### config.mk
export PLATFORM = sky130hd
export DESIGN_NAME = channel_demux_batch_averager_core
export DESIGN_NICKNAME = d
export VERILOG_FILES = /design/src/hw/rtl/cdba_pkg.sv /design/src/hw/rtl/cdba_dacc.sv /design/src/hw/rtl/cdba_sdiv.sv /design/src/hw/rtl/channel_demux_batch_averager_core.sv
export VERILOG_INCLUDE_DIRS = /design/src /design/src/hw/rtl
export SDC_FILE = /design/constraint.sdc
export NUM_CORES = 2
export LEC_CHECK = 0
export BUFFER_PORTS_ARGS = -buffer_cell sky130_fd_sc_hd__buf_4
export CORE_MARGIN = 2
export CORE_UTILIZATION = 47
export CTS_BUF_LIST = sky130_fd_sc_hd__clkbuf_16
export DETAILED_ROUTE_END_ITERATION = 10
export GPL_ROUTABILITY_DRIVEN = 0
export PLACE_DENSITY = 0.69
export SYNTH_ARGS = -nofsm -noshare
export SYNTH_HDL_FRONTEND = slang
export SYNTH_SLANG_ARGS = --single-unit
### constraint.sdc
create_clock -name clk -period 3.3 [get_ports clk]
set_clock_uncertainty 0.2 [all_clocks]
set_input_delay 0.33 -clock clk [delete_from_list [all_inputs] [get_ports clk]]
set_output_delay 0.33 -clock clk [all_outputs]
set_load 0.005 [all_outputs]
### src/hw/rtl/channel_demux_batch_averager_core_defines.svh
// Assertion helpers shared by the RTL; they expect clk and rst_n in scope.
`ifndef CHANNEL_DEMUX_BATCH_AVERAGER_CORE_DEFINES_SVH
`define CHANNEL_DEMUX_BATCH_AVERAGER_CORE_DEFINES_SVH

// Same-cycle implication.
`define CDBA_ASSERT_IMP(label, ante, cons, msg) \
    label: assert property (@(posedge clk) disable iff (!rst_n) (ante) |-> (cons)) \
        else $error(msg);

// Next-cycle implication.
`define CDBA_ASSERT_NXT(label, ante, cons, msg) \
    label: assert property (@(posedge clk) disable iff (!rst_n) (ante) |=> (cons)) \
        else $error(msg);

`endif

### src/hw/rtl/cdba_pkg.sv
`timescale 1ns / 1ps

package cdba_pkg;

    localparam int CH_W       = 4;
    localparam int SAMPLE_W   = 12;
    localparam int LIDX_W     = 2;
    localparam int AVG_W      = 12;
    localparam int TSUM_W     = 44;
    localparam int TCNT_W     = 32;
    localparam int BSUM_W     = 22;
    localparam int BCNT_W     = 10;
    localparam int MAP_W      = 40;
    localparam int CFG_DATA_W = 40;
    localparam int CFG_IDX_W  = 1;
    localparam int DIGIT_W    = 4;
    // dividend is batch sum plus half the count, one bit wider than the sum
    localparam int DVD_W      = BSUM_W + 1;

    localparam int MAP_CHANNELS = 10;
    localparam logic [CH_W-1:0]   MAP_IGNORE  = 4'hF;
    localparam logic [MAP_W-1:0]  MAP_RESET   = 40'hFF32FF1FF0;
    localparam logic [BCNT_W-1:0] BATCH_RESET = 10'd32;

    localparam logic [CFG_IDX_W-1:0] CFG_CHANNEL_MAP = 1'b0;
    localparam logic [CFG_IDX_W-1:0] CFG_BATCH_SIZE  = 1'b1;

    localparam int NUM_LOGICAL_DEF  = 4;
    localparam int NUM_PHYSICAL_DEF = 10;
    localparam int SAMPLE_BITS_DEF  = 12;

    typedef struct packed {
        logic [CH_W-1:0]     physical_channel;
        logic [SAMPLE_W-1:0] sample_value;
    } smp_item_t;

    typedef struct packed {
        logic                accepted;
        logic [LIDX_W-1:0]   logical_index;
        logic                batch_done;
        logic [AVG_W-1:0]    batch_average;
        logic [TSUM_W-1:0]   total_sum;
        logic [TCNT_W-1:0]   total_count;
    } res_item_t;

endpackage

### src/hw/rtl/cdba_dacc.sv
`timescale 1ns / 1ps

// Digit-serial accumulator: adds addend to acc_init one digit per cycle,
// rotating the accumulator through a shift register as the addend shifts out.
module cdba_dacc #(
    parameter int W = 44,
    parameter int D = cdba_pkg::DIGIT_W
) (
    input  logic         clk,
    input  logic         rst_n,
    input  logic         start,
    input  logic [W-1:0] acc_init,
    input  logic [W-1:0] addend,
    output logic         busy,
    output logic [W-1:0] sum
);

    localparam int NDIG  = (W + D - 1) / D;
    localparam int PW    = NDIG * D;
    localparam int CNT_W = $clog2(NDIG + 1);

    logic [PW-1:0]    acc_reg;
    logic [PW-1:0]    add_reg;
    logic             carry_reg;
    logic [CNT_W-1:0] cnt_reg;
    logic [D:0]       digit_next;

    assign digit_next = {1'b0, acc_reg[D-1:0]} + {1'b0, add_reg[D-1:0]}
                        + {{D{1'b0}}, carry_reg};
    assign busy = (cnt_reg != '0);
    assign sum  = acc_reg[W-1:0];

    always_ff @(posedge clk or negedge rst_n)
    begin
        if (!rst_n)
        begin
            cnt_reg <= '0;
        end
        else if (start)
        begin
            cnt_reg <= CNT_W'(NDIG);
        end
        else if (busy)
        begin
            cnt_reg <= cnt_reg - CNT_W'(1);
        end
    end

    always_ff @(posedge clk)
    begin
        if (start)
        begin
            acc_reg   <= PW'(acc_init);
            add_reg   <= PW'(addend);
            carry_reg <= 1'b0;
        end
        else if (busy)
        begin
            acc_reg   <= {digit_next[D-1:0], acc_reg[PW-1:D]};
            add_reg   <= add_reg >> D;
            carry_reg <= digit_next[D];
        end
    end

endmodule

### src/hw/rtl/cdba_sdiv.sv
`timescale 1ns / 1ps

// Restoring divider, one quotient bit per cycle, MSB first.
module cdba_sdiv #(
    parameter int DVD_W = cdba_pkg::DVD_W,
    parameter int DVS_W = cdba_pkg::BCNT_W,
    parameter int QUO_W = cdba_pkg::AVG_W
) (
    input  logic             clk,
    input  logic             rst_n,
    input  logic             start,
    input  logic [DVD_W-1:0] dividend,
    input  logic [DVS_W-1:0] divisor,
    output logic             busy,
    output logic [QUO_W-1:0] quotient
);

    localparam int CNT_W = $clog2(DVD_W + 1);

    logic [DVS_W-1:0] rem_reg;
    logic [DVD_W-1:0] shf_reg;
    logic [DVS_W-1:0] dvs_reg;
    logic [CNT_W-1:0] cnt_reg;
    logic [DVS_W:0]   partial;
    logic [DVS_W+1:0] diff;
    logic             ge;

    assign partial  = {rem_reg, shf_reg[DVD_W-1]};
    assign diff     = {1'b0, partial} - {2'b00, dvs_reg};
    assign ge       = !diff[DVS_W+1];
    assign busy     = (cnt_reg != '0);
    assign quotient = shf_reg[QUO_W-1:0];

    always_ff @(posedge clk or negedge rst_n)
    begin
        if (!rst_n)
        begin
            cnt_reg <= '0;
        end
        else if (start)
        begin
            cnt_reg <= CNT_W'(DVD_W);
        end
        else if (busy)
        begin
            cnt_reg <= cnt_reg - CNT_W'(1);
        end
    end

    // dividend bits shift out at the top while quotient bits shift in below
    always_ff @(posedge clk)
    begin
        if (start)
        begin
            rem_reg <= '0;
            shf_reg <= dividend;
            dvs_reg <= divisor;
        end
        else if (busy)
        begin
            rem_reg <= ge ? diff[DVS_W-1:0] : partial[DVS_W-1:0];
            shf_reg <= {shf_reg[DVD_W-2:0], ge};
        end
    end

endmodule

### src/hw/rtl/channel_demux_batch_averager_core.sv
// Multichannel block-average decimator.
// smp channel: one item is a physical channel tag and a raw sample. The
// channel map (register 0) sends it to a logical channel or drops it;
// register 1 sets the batch size (0 acts as 1). Both go in by cfg_we on the
// cfg port; the user must write them only while idle, unchecked by the block.
// res channel: one item per accepted sample: mapped flag, logical channel,
// batch-done flag, latest batch average, running sum and running count.
// Sums and counts are updated by 4-bit digit-serial adders, the 44-bit
// running sum being the widest. A mapped sample passes the states ACC
// (adders), CMP and, when its batch completes, DIV (bit-serial divide),
// then OUT; a dropped sample goes straight to OUT. A new item is taken
// only back in IDLE, so one item is in work at a time.
// The result sits in an output register, so the next sample is taken while
// a result waits; a stalled receiver holds the block once the next result
// is ready. Reset clears all per-channel state and loads the default map
// (channels 0, 3, 6, 7 to logical 0..3) and a batch size of 32.
`timescale 1ns / 1ps
`include "channel_demux_batch_averager_core_defines.svh"

module channel_demux_batch_averager_core #(
    parameter int NUM_LOGICAL  = cdba_pkg::NUM_LOGICAL_DEF,
    parameter int NUM_PHYSICAL = cdba_pkg::NUM_PHYSICAL_DEF,
    parameter int SAMPLE_BITS  = cdba_pkg::SAMPLE_BITS_DEF
) (
    input  logic                               clk,
    input  logic                               rst_n,
    input  logic                               smp_valid,
    output logic                               smp_stall,
    input  cdba_pkg::smp_item_t                smp_item,
    output logic                               res_valid,
    input  logic                               res_stall,
    output cdba_pkg::res_item_t                res_item,
    input  logic                               cfg_we,
    input  logic [cdba_pkg::CFG_IDX_W-1:0]     cfg_index,
    input  logic [cdba_pkg::CFG_DATA_W-1:0]    cfg_data
);

    localparam int LG_W = (NUM_LOGICAL > 1) ? $clog2(NUM_LOGICAL) : 1;
    localparam logic [cdba_pkg::SAMPLE_W-1:0] SAMPLE_MASK =
        (SAMPLE_BITS >= cdba_pkg::SAMPLE_W) ? '1
                                            : cdba_pkg::SAMPLE_W'((1 << SAMPLE_BITS) - 1);

    typedef enum logic [2:0] {ST_IDLE, ST_ACC, ST_CMP, ST_DIV, ST_OUT} state_t;

    state_t                          state_reg;
    logic [cdba_pkg::MAP_W-1:0]      map_reg;
    logic [cdba_pkg::BCNT_W-1:0]     bsize_reg;
    logic [cdba_pkg::CH_W-1:0]       nib_reg;
    logic                            drop_reg;
    logic                            done_reg;
    logic                            res_valid_reg;
    cdba_pkg::res_item_t             res_item_reg;

    logic [cdba_pkg::TSUM_W-1:0]     rsum_arr [NUM_LOGICAL];
    logic [cdba_pkg::TCNT_W-1:0]     rcnt_arr [NUM_LOGICAL];
    logic [cdba_pkg::BSUM_W-1:0]     bsum_arr [NUM_LOGICAL];
    logic [cdba_pkg::BCNT_W-1:0]     bcnt_arr [NUM_LOGICAL];
    logic [cdba_pkg::AVG_W-1:0]      avg_arr  [NUM_LOGICAL];

    logic [cdba_pkg::CH_W-1:0]       nib_in;
    logic [LG_W-1:0]                 lg_in;
    logic [LG_W-1:0]                 lg_cur;
    logic                            mapped_in;
    logic                            accept;
    logic                            acc_start;
    logic [cdba_pkg::SAMPLE_W-1:0]   sample_in;

    logic [cdba_pkg::TSUM_W-1:0]     rsum_q;
    logic [cdba_pkg::TCNT_W-1:0]     rcnt_q;
    logic [cdba_pkg::BSUM_W-1:0]     bsum_q;
    logic [cdba_pkg::BCNT_W-1:0]     bcnt_q;
    logic                            rsum_busy;
    logic                            rcnt_busy;
    logic                            bsum_busy;
    logic                            bcnt_busy;
    logic                            acc_busy;

    logic [cdba_pkg::BCNT_W-1:0]     limit;
    logic                            batch_hit;
    logic                            div_start;
    logic                            div_busy;
    logic [cdba_pkg::DVD_W-1:0]      dvd_next;
    logic [cdba_pkg::AVG_W-1:0]      quo;
    logic [cdba_pkg::AVG_W-1:0]      avg_next;
    logic                            res_fire;
    cdba_pkg::res_item_t             res_next;

    // map lookup for the incoming tag
    always_comb
    begin
        nib_in = cdba_pkg::MAP_IGNORE;
        for (int i = 0; i < cdba_pkg::MAP_CHANNELS; i++)
        begin
            if (smp_item.physical_channel == cdba_pkg::CH_W'(i))
            begin
                nib_in = map_reg[4*i +: 4];
            end
        end
    end

    assign mapped_in = ({1'b0, smp_item.physical_channel} < 5'(NUM_PHYSICAL))
                    && ({1'b0, nib_in} < 5'(NUM_LOGICAL))
                    && (nib_in != cdba_pkg::MAP_IGNORE);
    assign lg_in     = nib_in[LG_W-1:0];
    assign lg_cur    = nib_reg[LG_W-1:0];
    assign sample_in = smp_item.sample_value & SAMPLE_MASK;

    assign smp_stall = (state_reg != ST_IDLE);
    assign accept    = smp_valid && !smp_stall;
    assign acc_start = accept && mapped_in;

    cdba_dacc #(.W(cdba_pkg::TSUM_W), .D(cdba_pkg::DIGIT_W)) u_rsum (
        .clk      (clk),
        .rst_n    (rst_n),
        .start    (acc_start),
        .acc_init (rsum_arr[lg_in]),
        .addend   (cdba_pkg::TSUM_W'(sample_in)),
        .busy     (rsum_busy),
        .sum      (rsum_q)
    );

    cdba_dacc #(.W(cdba_pkg::TCNT_W), .D(cdba_pkg::DIGIT_W)) u_rcnt (
        .clk      (clk),
        .rst_n    (rst_n),
        .start    (acc_start),
        .acc_init (rcnt_arr[lg_in]),
        .addend   (cdba_pkg::TCNT_W'(1)),
        .busy     (rcnt_busy),
        .sum      (rcnt_q)
    );

    cdba_dacc #(.W(cdba_pkg::BSUM_W), .D(cdba_pkg::DIGIT_W)) u_bsum (
        .clk      (clk),
        .rst_n    (rst_n),
        .start    (acc_start),
        .acc_init (bsum_arr[lg_in]),
        .addend   (cdba_pkg::BSUM_W'(sample_in)),
        .busy     (bsum_busy),
        .sum      (bsum_q)
    );

    cdba_dacc #(.W(cdba_pkg::BCNT_W), .D(cdba_pkg::DIGIT_W)) u_bcnt (
        .clk      (clk),
        .rst_n    (rst_n),
        .start    (acc_start),
        .acc_init (bcnt_arr[lg_in]),
        .addend   (cdba_pkg::BCNT_W'(1)),
        .busy     (bcnt_busy),
        .sum      (bcnt_q)
    );

    assign acc_busy  = rsum_busy || rcnt_busy || bsum_busy || bcnt_busy;

    assign limit     = (bsize_reg == '0) ? cdba_pkg::BCNT_W'(1) : bsize_reg;
    assign batch_hit = (bcnt_q >= limit) && (bcnt_q != '0);
    assign div_start = (state_reg == ST_CMP) && batch_hit;
    // round to nearest: (sum + count/2) / count
    assign dvd_next  = cdba_pkg::DVD_W'(bsum_q) + cdba_pkg::DVD_W'(bcnt_q >> 1);

    cdba_sdiv #(
        .DVD_W (cdba_pkg::DVD_W),
        .DVS_W (cdba_pkg::BCNT_W),
        .QUO_W (cdba_pkg::AVG_W)
    ) u_div (
        .clk      (clk),
        .rst_n    (rst_n),
        .start    (div_start),
        .dividend (dvd_next),
        .divisor  (bcnt_q),
        .busy     (div_busy),
        .quotient (quo)
    );

    assign avg_next = done_reg ? quo : avg_arr[lg_cur];
    assign res_fire = (state_reg == ST_OUT) && (!res_valid_reg || !res_stall);

    always_comb
    begin
        res_next = '0;
        if (!drop_reg)
        begin
            res_next.accepted      = 1'b1;
            res_next.logical_index = nib_reg[cdba_pkg::LIDX_W-1:0];
            res_next.batch_done    = done_reg;
            res_next.batch_average = avg_next;
            res_next.total_sum     = rsum_q;
            res_next.total_count   = rcnt_q;
        end
    end

    always_ff @(posedge clk or negedge rst_n)
    begin
        if (!rst_n)
        begin
            state_reg     <= ST_IDLE;
            map_reg       <= cdba_pkg::MAP_RESET;
            bsize_reg     <= cdba_pkg::BATCH_RESET;
            nib_reg       <= '0;
            drop_reg      <= 1'b0;
            done_reg      <= 1'b0;
            res_valid_reg <= 1'b0;
            res_item_reg  <= '0;
            for (int i = 0; i < NUM_LOGICAL; i++)
            begin
                rsum_arr[i] <= '0;
                rcnt_arr[i] <= '0;
                bsum_arr[i] <= '0;
                bcnt_arr[i] <= '0;
                avg_arr[i]  <= '0;
            end
        end
        else
        begin
            if (cfg_we)
            begin
                unique case (cfg_index)
                    cdba_pkg::CFG_CHANNEL_MAP: map_reg   <= cfg_data[cdba_pkg::MAP_W-1:0];
                    cdba_pkg::CFG_BATCH_SIZE:  bsize_reg <= cfg_data[cdba_pkg::BCNT_W-1:0];
                    default: ;
                endcase
            end

            if (res_fire)
            begin
                res_valid_reg <= 1'b1;
                res_item_reg  <= res_next;
            end
            else if (!res_stall)
            begin
                res_valid_reg <= 1'b0;
            end

            unique case (state_reg)
                ST_IDLE:
                begin
                    if (accept)
                    begin
                        nib_reg   <= nib_in;
                        drop_reg  <= !mapped_in;
                        done_reg  <= 1'b0;
                        state_reg <= mapped_in ? ST_ACC : ST_OUT;
                    end
                end
                ST_ACC:
                begin
                    if (!acc_busy)
                    begin
                        state_reg <= ST_CMP;
                    end
                end
                ST_CMP:
                begin
                    done_reg  <= batch_hit;
                    state_reg <= batch_hit ? ST_DIV : ST_OUT;
                end
                ST_DIV:
                begin
                    if (!div_busy)
                    begin
                        state_reg <= ST_OUT;
                    end
                end
                ST_OUT:
                begin
                    if (res_fire)
                    begin
                        if (!drop_reg)
                        begin
                            rsum_arr[lg_cur] <= rsum_q;
                            rcnt_arr[lg_cur] <= rcnt_q;
                            bsum_arr[lg_cur] <= done_reg ? '0 : bsum_q;
                            bcnt_arr[lg_cur] <= done_reg ? '0 : bcnt_q;
                            avg_arr[lg_cur]  <= avg_next;
                        end
                        state_reg <= ST_IDLE;
                    end
                end
                default: state_reg <= ST_IDLE;
            endcase
        end
    end

    assign res_valid = res_valid_reg;
    assign res_item  = res_item_reg;

    `CDBA_ASSERT_NXT(a_accept_leaves_idle, accept, state_reg != ST_IDLE, "accepted item not in work")
    `CDBA_ASSERT_IMP(a_cmp_adders_idle, state_reg == ST_CMP, !acc_busy && !div_busy, "adders busy at compare")
    `CDBA_ASSERT_IMP(a_div_only_on_batch, state_reg == ST_DIV, done_reg, "divide without a full batch")
    `CDBA_ASSERT_IMP(a_drop_is_zero, res_valid && !res_item.accepted, res_item.total_count == '0 && !res_item.batch_done, "dropped item not cleared")

endmodule
---- Yosys cells after proc, flatten, opt, wreduce, memory -nomap -nowiden ----
Index checks and enable logic that the tools add are counted.
word-level totals
  logic and storage cells ................. 219
  input port bits ......................... 62
  register bits after elaboration ......... 833
cells by class
  order comparisons ....................... 6
  equality and inequality tests ........... 19
  muxes and demuxes ....................... 81
  add/subtract/negate cells ............... 15
  reduce and logical (&&, ||, !) cells .... 39
  bitwise gates (word level) .............. 4
operators with widths
  kind                                        number
  44-bit two-way mux                          5
  176-bit bitwise mux                         1
  32-bit two-way mux                          5
  22-bit two-way mux                          6
  128-bit bitwise mux                         1
  12-bit two-way mux                          8
  92-bit two-way mux                          1
  44-bit binary-select mux with 2-bit select  1
  88-bit bitwise mux                          1
  44-bit demux with 2-bit select              1
  10-bit two-way mux                          8
  32-bit binary-select mux with 2-bit select  1
  32-bit demux with 2-bit select              1
  4-bit two-way mux                           14
  48-bit bitwise mux                          1
  23-bit two-way mux                          2
  22-bit binary-select mux with 2-bit select  1
  22-bit demux with 2-bit select              1
  40-bit bitwise mux                          1
  12-bit binary-select mux with 2-bit select  1
  12-bit demux with 2-bit select              1
  3-bit two-way mux                           8
  22-bit by 9-bit adder with 23-bit output    1
  5-bit by 1-bit adder with 5-bit output      4
  other kinds (45)                            89

---- Depth between registers and ports, before layout ----
  depth after elaboration ................. 17
  gate-level depth with buffers ........... 12
  depth with buffers taken out ............ 10

---- Hierarchy ----
A second synthesis with hierarchy kept.
unflattened totals
  cell total of the unflattened synthesis .. 3537
  area, all modules ....................... 42091.6 µm²
modules (own cells, without submodules)
  module                             cells an instance  area each (µm²)  times used
  channel_demux_batch_averager_core  2664               28702.5          1
  cdba_dacc at u_rsum                233                4085.2           1
  cdba_dacc at u_rcnt                180                3071.7           1
  cdba_sdiv                          203                2521.2           1
  cdba_dacc at u_bsum                162                2444.8           1
  cdba_dacc at u_bcnt                95                 1266.2           1

---- Least setup slack after synthesis ----
OpenSTA, ideal clock, no wires.
  path kind ............................... input-to-reg
  from .................................... input smp_item[13] (netlist name)
  to ...................................... register u_rsum.add_reg[0] (enable)
  data arrival time ....................... 2961 ps
  required time ........................... 2463 ps
  path slack .............................. -498 ps
  stages .................................. 9
  cell sequence ........................... buf_2 -> buf_2 -> nor3b_1 -> o31ai_1 -> o21bai_1 -> o21bai_2 -> clkbuf_1 -> clkbuf_1 -> nand2_1
on the way
  word-level cells in the longest chain between the ends .. 16
  elaborated cells between the ends (all ways) .. 27
  classes of those cells .................. order compare: 2; eq/ne: 10; mux: 10; reduce/logical: 5
ends and longest elaborated chain
  item                                           line                                      RTL
  start: declaration                             channel_demux_batch_averager_core.sv:29   input cdba_pkg::smp_item_t smp_item,
  4-bit zero test                                channel_demux_batch_averager_core.sv:94   if (smp_item.physical_channel == cdba_pkg::CH_W'(i))
  4-bit two-way mux (10 in a row)                channel_demux_batch_averager_core.sv:94
  4-bit by 3-bit < comparator with 1-bit output  channel_demux_batch_averager_core.sv:102  && ({1'b0, nib_in} < 5'(NUM_LOGICAL))
  1-bit logical AND                              channel_demux_batch_averager_core.sv:102
  1-bit logical AND (*)                          channel_demux_batch_averager_core.sv:103  && (nib_in != cdba_pkg::MAP_IGNORE);
  1-bit logical AND (*)                          channel_demux_batch_averager_core.sv:110  assign acc_start = accept && mapped_in;
  2-bit nonzero test (no source line) (*)        -
  end signal: assignment                         cdba_dacc.sv:54                           add_reg <= PW'(addend);
  end signal: assignment                         cdba_dacc.sv:60                           add_reg <= add_reg >> D;
  end: declaration                               cdba_dacc.sv:23                           logic [PW-1:0] add_reg;
Every way passes the cells marked *; elsewhere a longest branch is shown, timed or not.
A chain may end at the register's enable or synchronous reset.

---- Worst setup path after layout ----
  from .................................... register u_div.dvs_reg[1]
  to ...................................... register u_div.rem_reg[2]
on the way
  word-level cells in the longest chain between the ends .. 2
ends and longest elaborated chain
  item                                            line             RTL
  start: declaration                              cdba_sdiv.sv:22  logic [DVS_W-1:0] dvs_reg;
  start signal: assignment                        cdba_sdiv.sv:57  dvs_reg <= divisor;
  11-bit by 10-bit subtractor with 12-bit output  cdba_sdiv.sv:29  assign diff = {1'b0, partial} - {2'b00, dvs_reg};
  10-bit two-way mux                              cdba_sdiv.sv:61  rem_reg <= ge ? diff[DVS_W-1:0] : partial[DVS_W-1:0];
  end signal: assignment                          cdba_sdiv.sv:61
  end: declaration                                cdba_sdiv.sv:20  logic [DVS_W-1:0] rem_reg;
No other way between the ends.

==> results.py <==
metrics = {
    "pwr": {
        "power_density_nw_per_um2": 889,
        "total_leakage_power_nw": 20.0,
        "peakVddDrop_uv": 516,
    },
    "sta": {
        "rsz0062_at_grt": "no",
        "holdWs_ns": 0.137,
        "setup_viol": 0,
        "slew_viol_final": 0,
        "slew_headroom": 0.344,
        "layout_setup_ws_ns": 0.344,
        "fmax_mhz": 338,
        "period_minus_slack_ns": 2.96,
        "timing.setup.tns_ns": 0,
        "fin_crit_sh": 0.896,
        "tightest_slew_ns": 0.984,
        "hold_viol": 0,
    },
    "global_routing": {
        "grt_pass1_vias": 26200,
        "antenna_found_initial": 9,
        "grt_pass1_wl_um": 146000,
        "grt-ovfl-total": 0,
        "track_usage": 0.223,
        "grt_max_degree": 117,
    },
    "logic_synthesis": {
        "synth_cell_types": 69,
        "ys_seq_elements": 833,
        "syn_inst": 3343,
        "synth_edf_count": 165,
        "avgSynthCellArea_um2": 11.2,
        "ys_seq_area_frac": 0.576,
        "yosysWarningCount": 0,
        "syn_nets": 3457,
        "synth_async_sr_flop_share": 0.778,
        "synthFlopType": "dfrtp_1",
        "synth_area_um2": 37500,
    },
    "floorplanning": {
        "io_pins": 156,
        "rows": 103,
        "die_w_um": 286,
        "die_h_um": 286,
        "initial_core_util": 0.475,
        "core_um2": 79000,
        "die-area_um2": 82100,
    },
    "critical_path": {
        "path_max_fanout": 9,
        "cp_slowest_stage_delay_ns": 0.74,
        "critPathRequiredTime_ns": 3.62,
        "cp_common_cell": "nor3_1",
        "endpoint_kind": "flop",
        "crit_type": "flop to flop",
        "crit_path_start_kind": "flop",
        "cp.arrival_ns": 3.28,
        "cp_slowest_cell": "a2111oi_4",
        "crit_chain": "inv_1, ha_1, nor2b_1, o31ai_1, a31oi_1, a2111oi_4, nor3_1, a211oi_1, nor3_1",
    },
    "route": {
        "routed_via_density": 5.46,
        "antenna_left": 0,
        "wl_met3_um": 4150,
        "wl_met1_um": 39000,
        "dr.pass1.iters": 5,
        "routed_wl_um": 90200,
        "vias": 25400,
        "dr_wl_met2_um": 44400,
        "drc": 0,
        "highest_layer": "met5",
        "drt-initial-drc-count": 1626,
        "wl_per_cell_um": 19.4,
    },
    "finish": {
        "syn_to_final_growth_pct": 16.0,
        "finalNetCount": 3630,
        "final.fill_count": 6618,
        "largest_reg_flops": 176,
        "stdcell_count": 4646,
        "layout_commonest_cell": "nand2_1",
        "layout-drive-gt1-share": 0.201,
        "most-common-layout-cells": "nand2_1, dfrtp_1, o21ai_0, mux2i_1, mux2_2",
    },
    "clock_network": {
        "numClockSinks": 833,
        "cts_resized": 0,
        "clk_path_buf_depth": 3,
        "htreeDepth": 3,
        "cts_made_buffers": 88,
        "path_clk_slew_ns": 0.06,
        "cts-root-buf": "clkbuf_16",
        "cts_tree": "done",
        "clock_latency_ns": 0.65,
    },
    "place": {
        "place_ws_ns": 0.347,
        "dpl.hpwl_um": 55000,
        "portBuffers": 155,
        "place_inst": 4421,
    },
    "outcome": {
        "outcome": "finished, final reports clean",
    },
    "min_path": {
        "hold_path.class": "primary input to asynchronous set/reset pin",
    },
    "run": {
        "maxCapViolations": 0,
    },
}
-- logic make-up after synthesis --
| family | synth area share |
|---|---|
| AO/OA/AOI/OAI | 0.0988 |
| XOR/XNOR | 0.00934 |
| adder cells (fa/ha/maj) | 0.0189 |
| buffers and inverters | 0.0305 |
| flip-flops | 0.576 |
| multiplexers | 0.135 |
| AND/OR/NAND/NOR | 0.132 |
-- per-layer routing --
layer  global-route usage  vias to the layer above
met1                0.296                    12800
met3               0.0324                      161
met4               0.0793                        4
met5                    0                        -
li1                     -                    11900
met2                0.373                      574
-- final timing paths --
check                                  start           endpoint  slack (ns)  cells past startpoint
setup / recovery            u_div.dvs_reg[1]   u_div.rem_reg[2]        0.34                      9
min in group clk                      cfg_we       bsize_reg[0]        0.17                      3
hold / removal                         rst_n        map_reg[27]        0.14                      2
hold reg to reg            u_rcnt.add_reg[0]  u_rcnt.add_reg[0]        0.24                      2
max in group asynchronous              rst_n      rsum_arr[105]        1.83                      3
setup reg to reg            u_div.dvs_reg[1]   u_div.rem_reg[2]        0.34                      9
-- metrics by stage --
stage | util | total power, mW | cell area, um^2
3_3_place_gp | 0.509 | 28.9 | 40200
6_report | 0.551 | 38.7 | 43500
4_1_cts | 0.551 | 39.0 | 43500
5_1_grt | 0.551 | 41.2 | 43500
3_5_place_dp | 0.509 | 29.4 | 40200
2_1_floorplan | - | 24.9 | 37500
-- final cells by class --
type	instances	area [um^2]	share of cell area
well taps	1050	1310	0.0302
clock inverters	73	489	0.0112
flip-flops and latches	833	21600	0.497
multi-input cells	2243	14900	0.342
inverters	57	214	0.00492
repair buffers	293	2760	0.0634
diodes	7	17.5	0.000403
clock buffers	90	2250	0.0518
-- Yosys cell counts (5+ instances only) --
library cell,number,area [um^2]
xor2_1,18,158
or3_1,6,37.5
a21oi_1,38,190
dfxtp_1,20,400
xnor2_1,22,193
nand2b_1,120,751
a21o_1,10,75.1
buf_1,5,18.8
nand3_1,9,45.0
nor2b_1,8,50.1
nand2_1,909,3410
o211ai_1,6,45.0
nor2_1,65,244
dfrtp_1,619,15500
o221ai_1,22,193
buf_6,10,113
fa_1,8,160
nor3_1,19,95.1
buf_4,8,60.1
nand3b_1,5,37.5
edfxtp_1,165,4950
o31ai_1,6,45.0
o221ai_2,80,1200
and3_1,10,62.6
inv_1,57,214
o21ai_0,299,1500
dfstp_2,29,762
mux4_2,19,428
a211oi_1,11,82.6
and2_1,8,50.1
ha_1,44,551
mux2i_1,225,2250
mux2_2,210,2360
o21a_1,6,45.0
nor4_1,9,56.3
clkbuf_1,157,589
buf_2,30,150
-- power breakdown --
part	internal, mW	total, mW	switching [mW]	leakage [nW]
Clock	5.28	9.47	4.18	1.44
Sequential	14.9	18.0	3.10	10.5
Combinational	5.14	11.3	6.13	8.05
-- critical path, delay by kind of cell, from the launching register on --
kind	cells	cell delay, ns
buf+inv	1	0.08
compound gates	4	1.55
simple gates	3	0.35
flops	1	0.42
fa+ha+maj	1	0.22
-- what timing repair did --
| action | CTS | global route |
|---|---|---|
| hold endpoints to repair | 145 | 0 |
| hold buffers | 55 | 0 |
| setup endpoints to repair | 0 | 0 |
| setup buffers | 0 | 0 |
No activity file was read; power rests on OpenSTA's default activity.
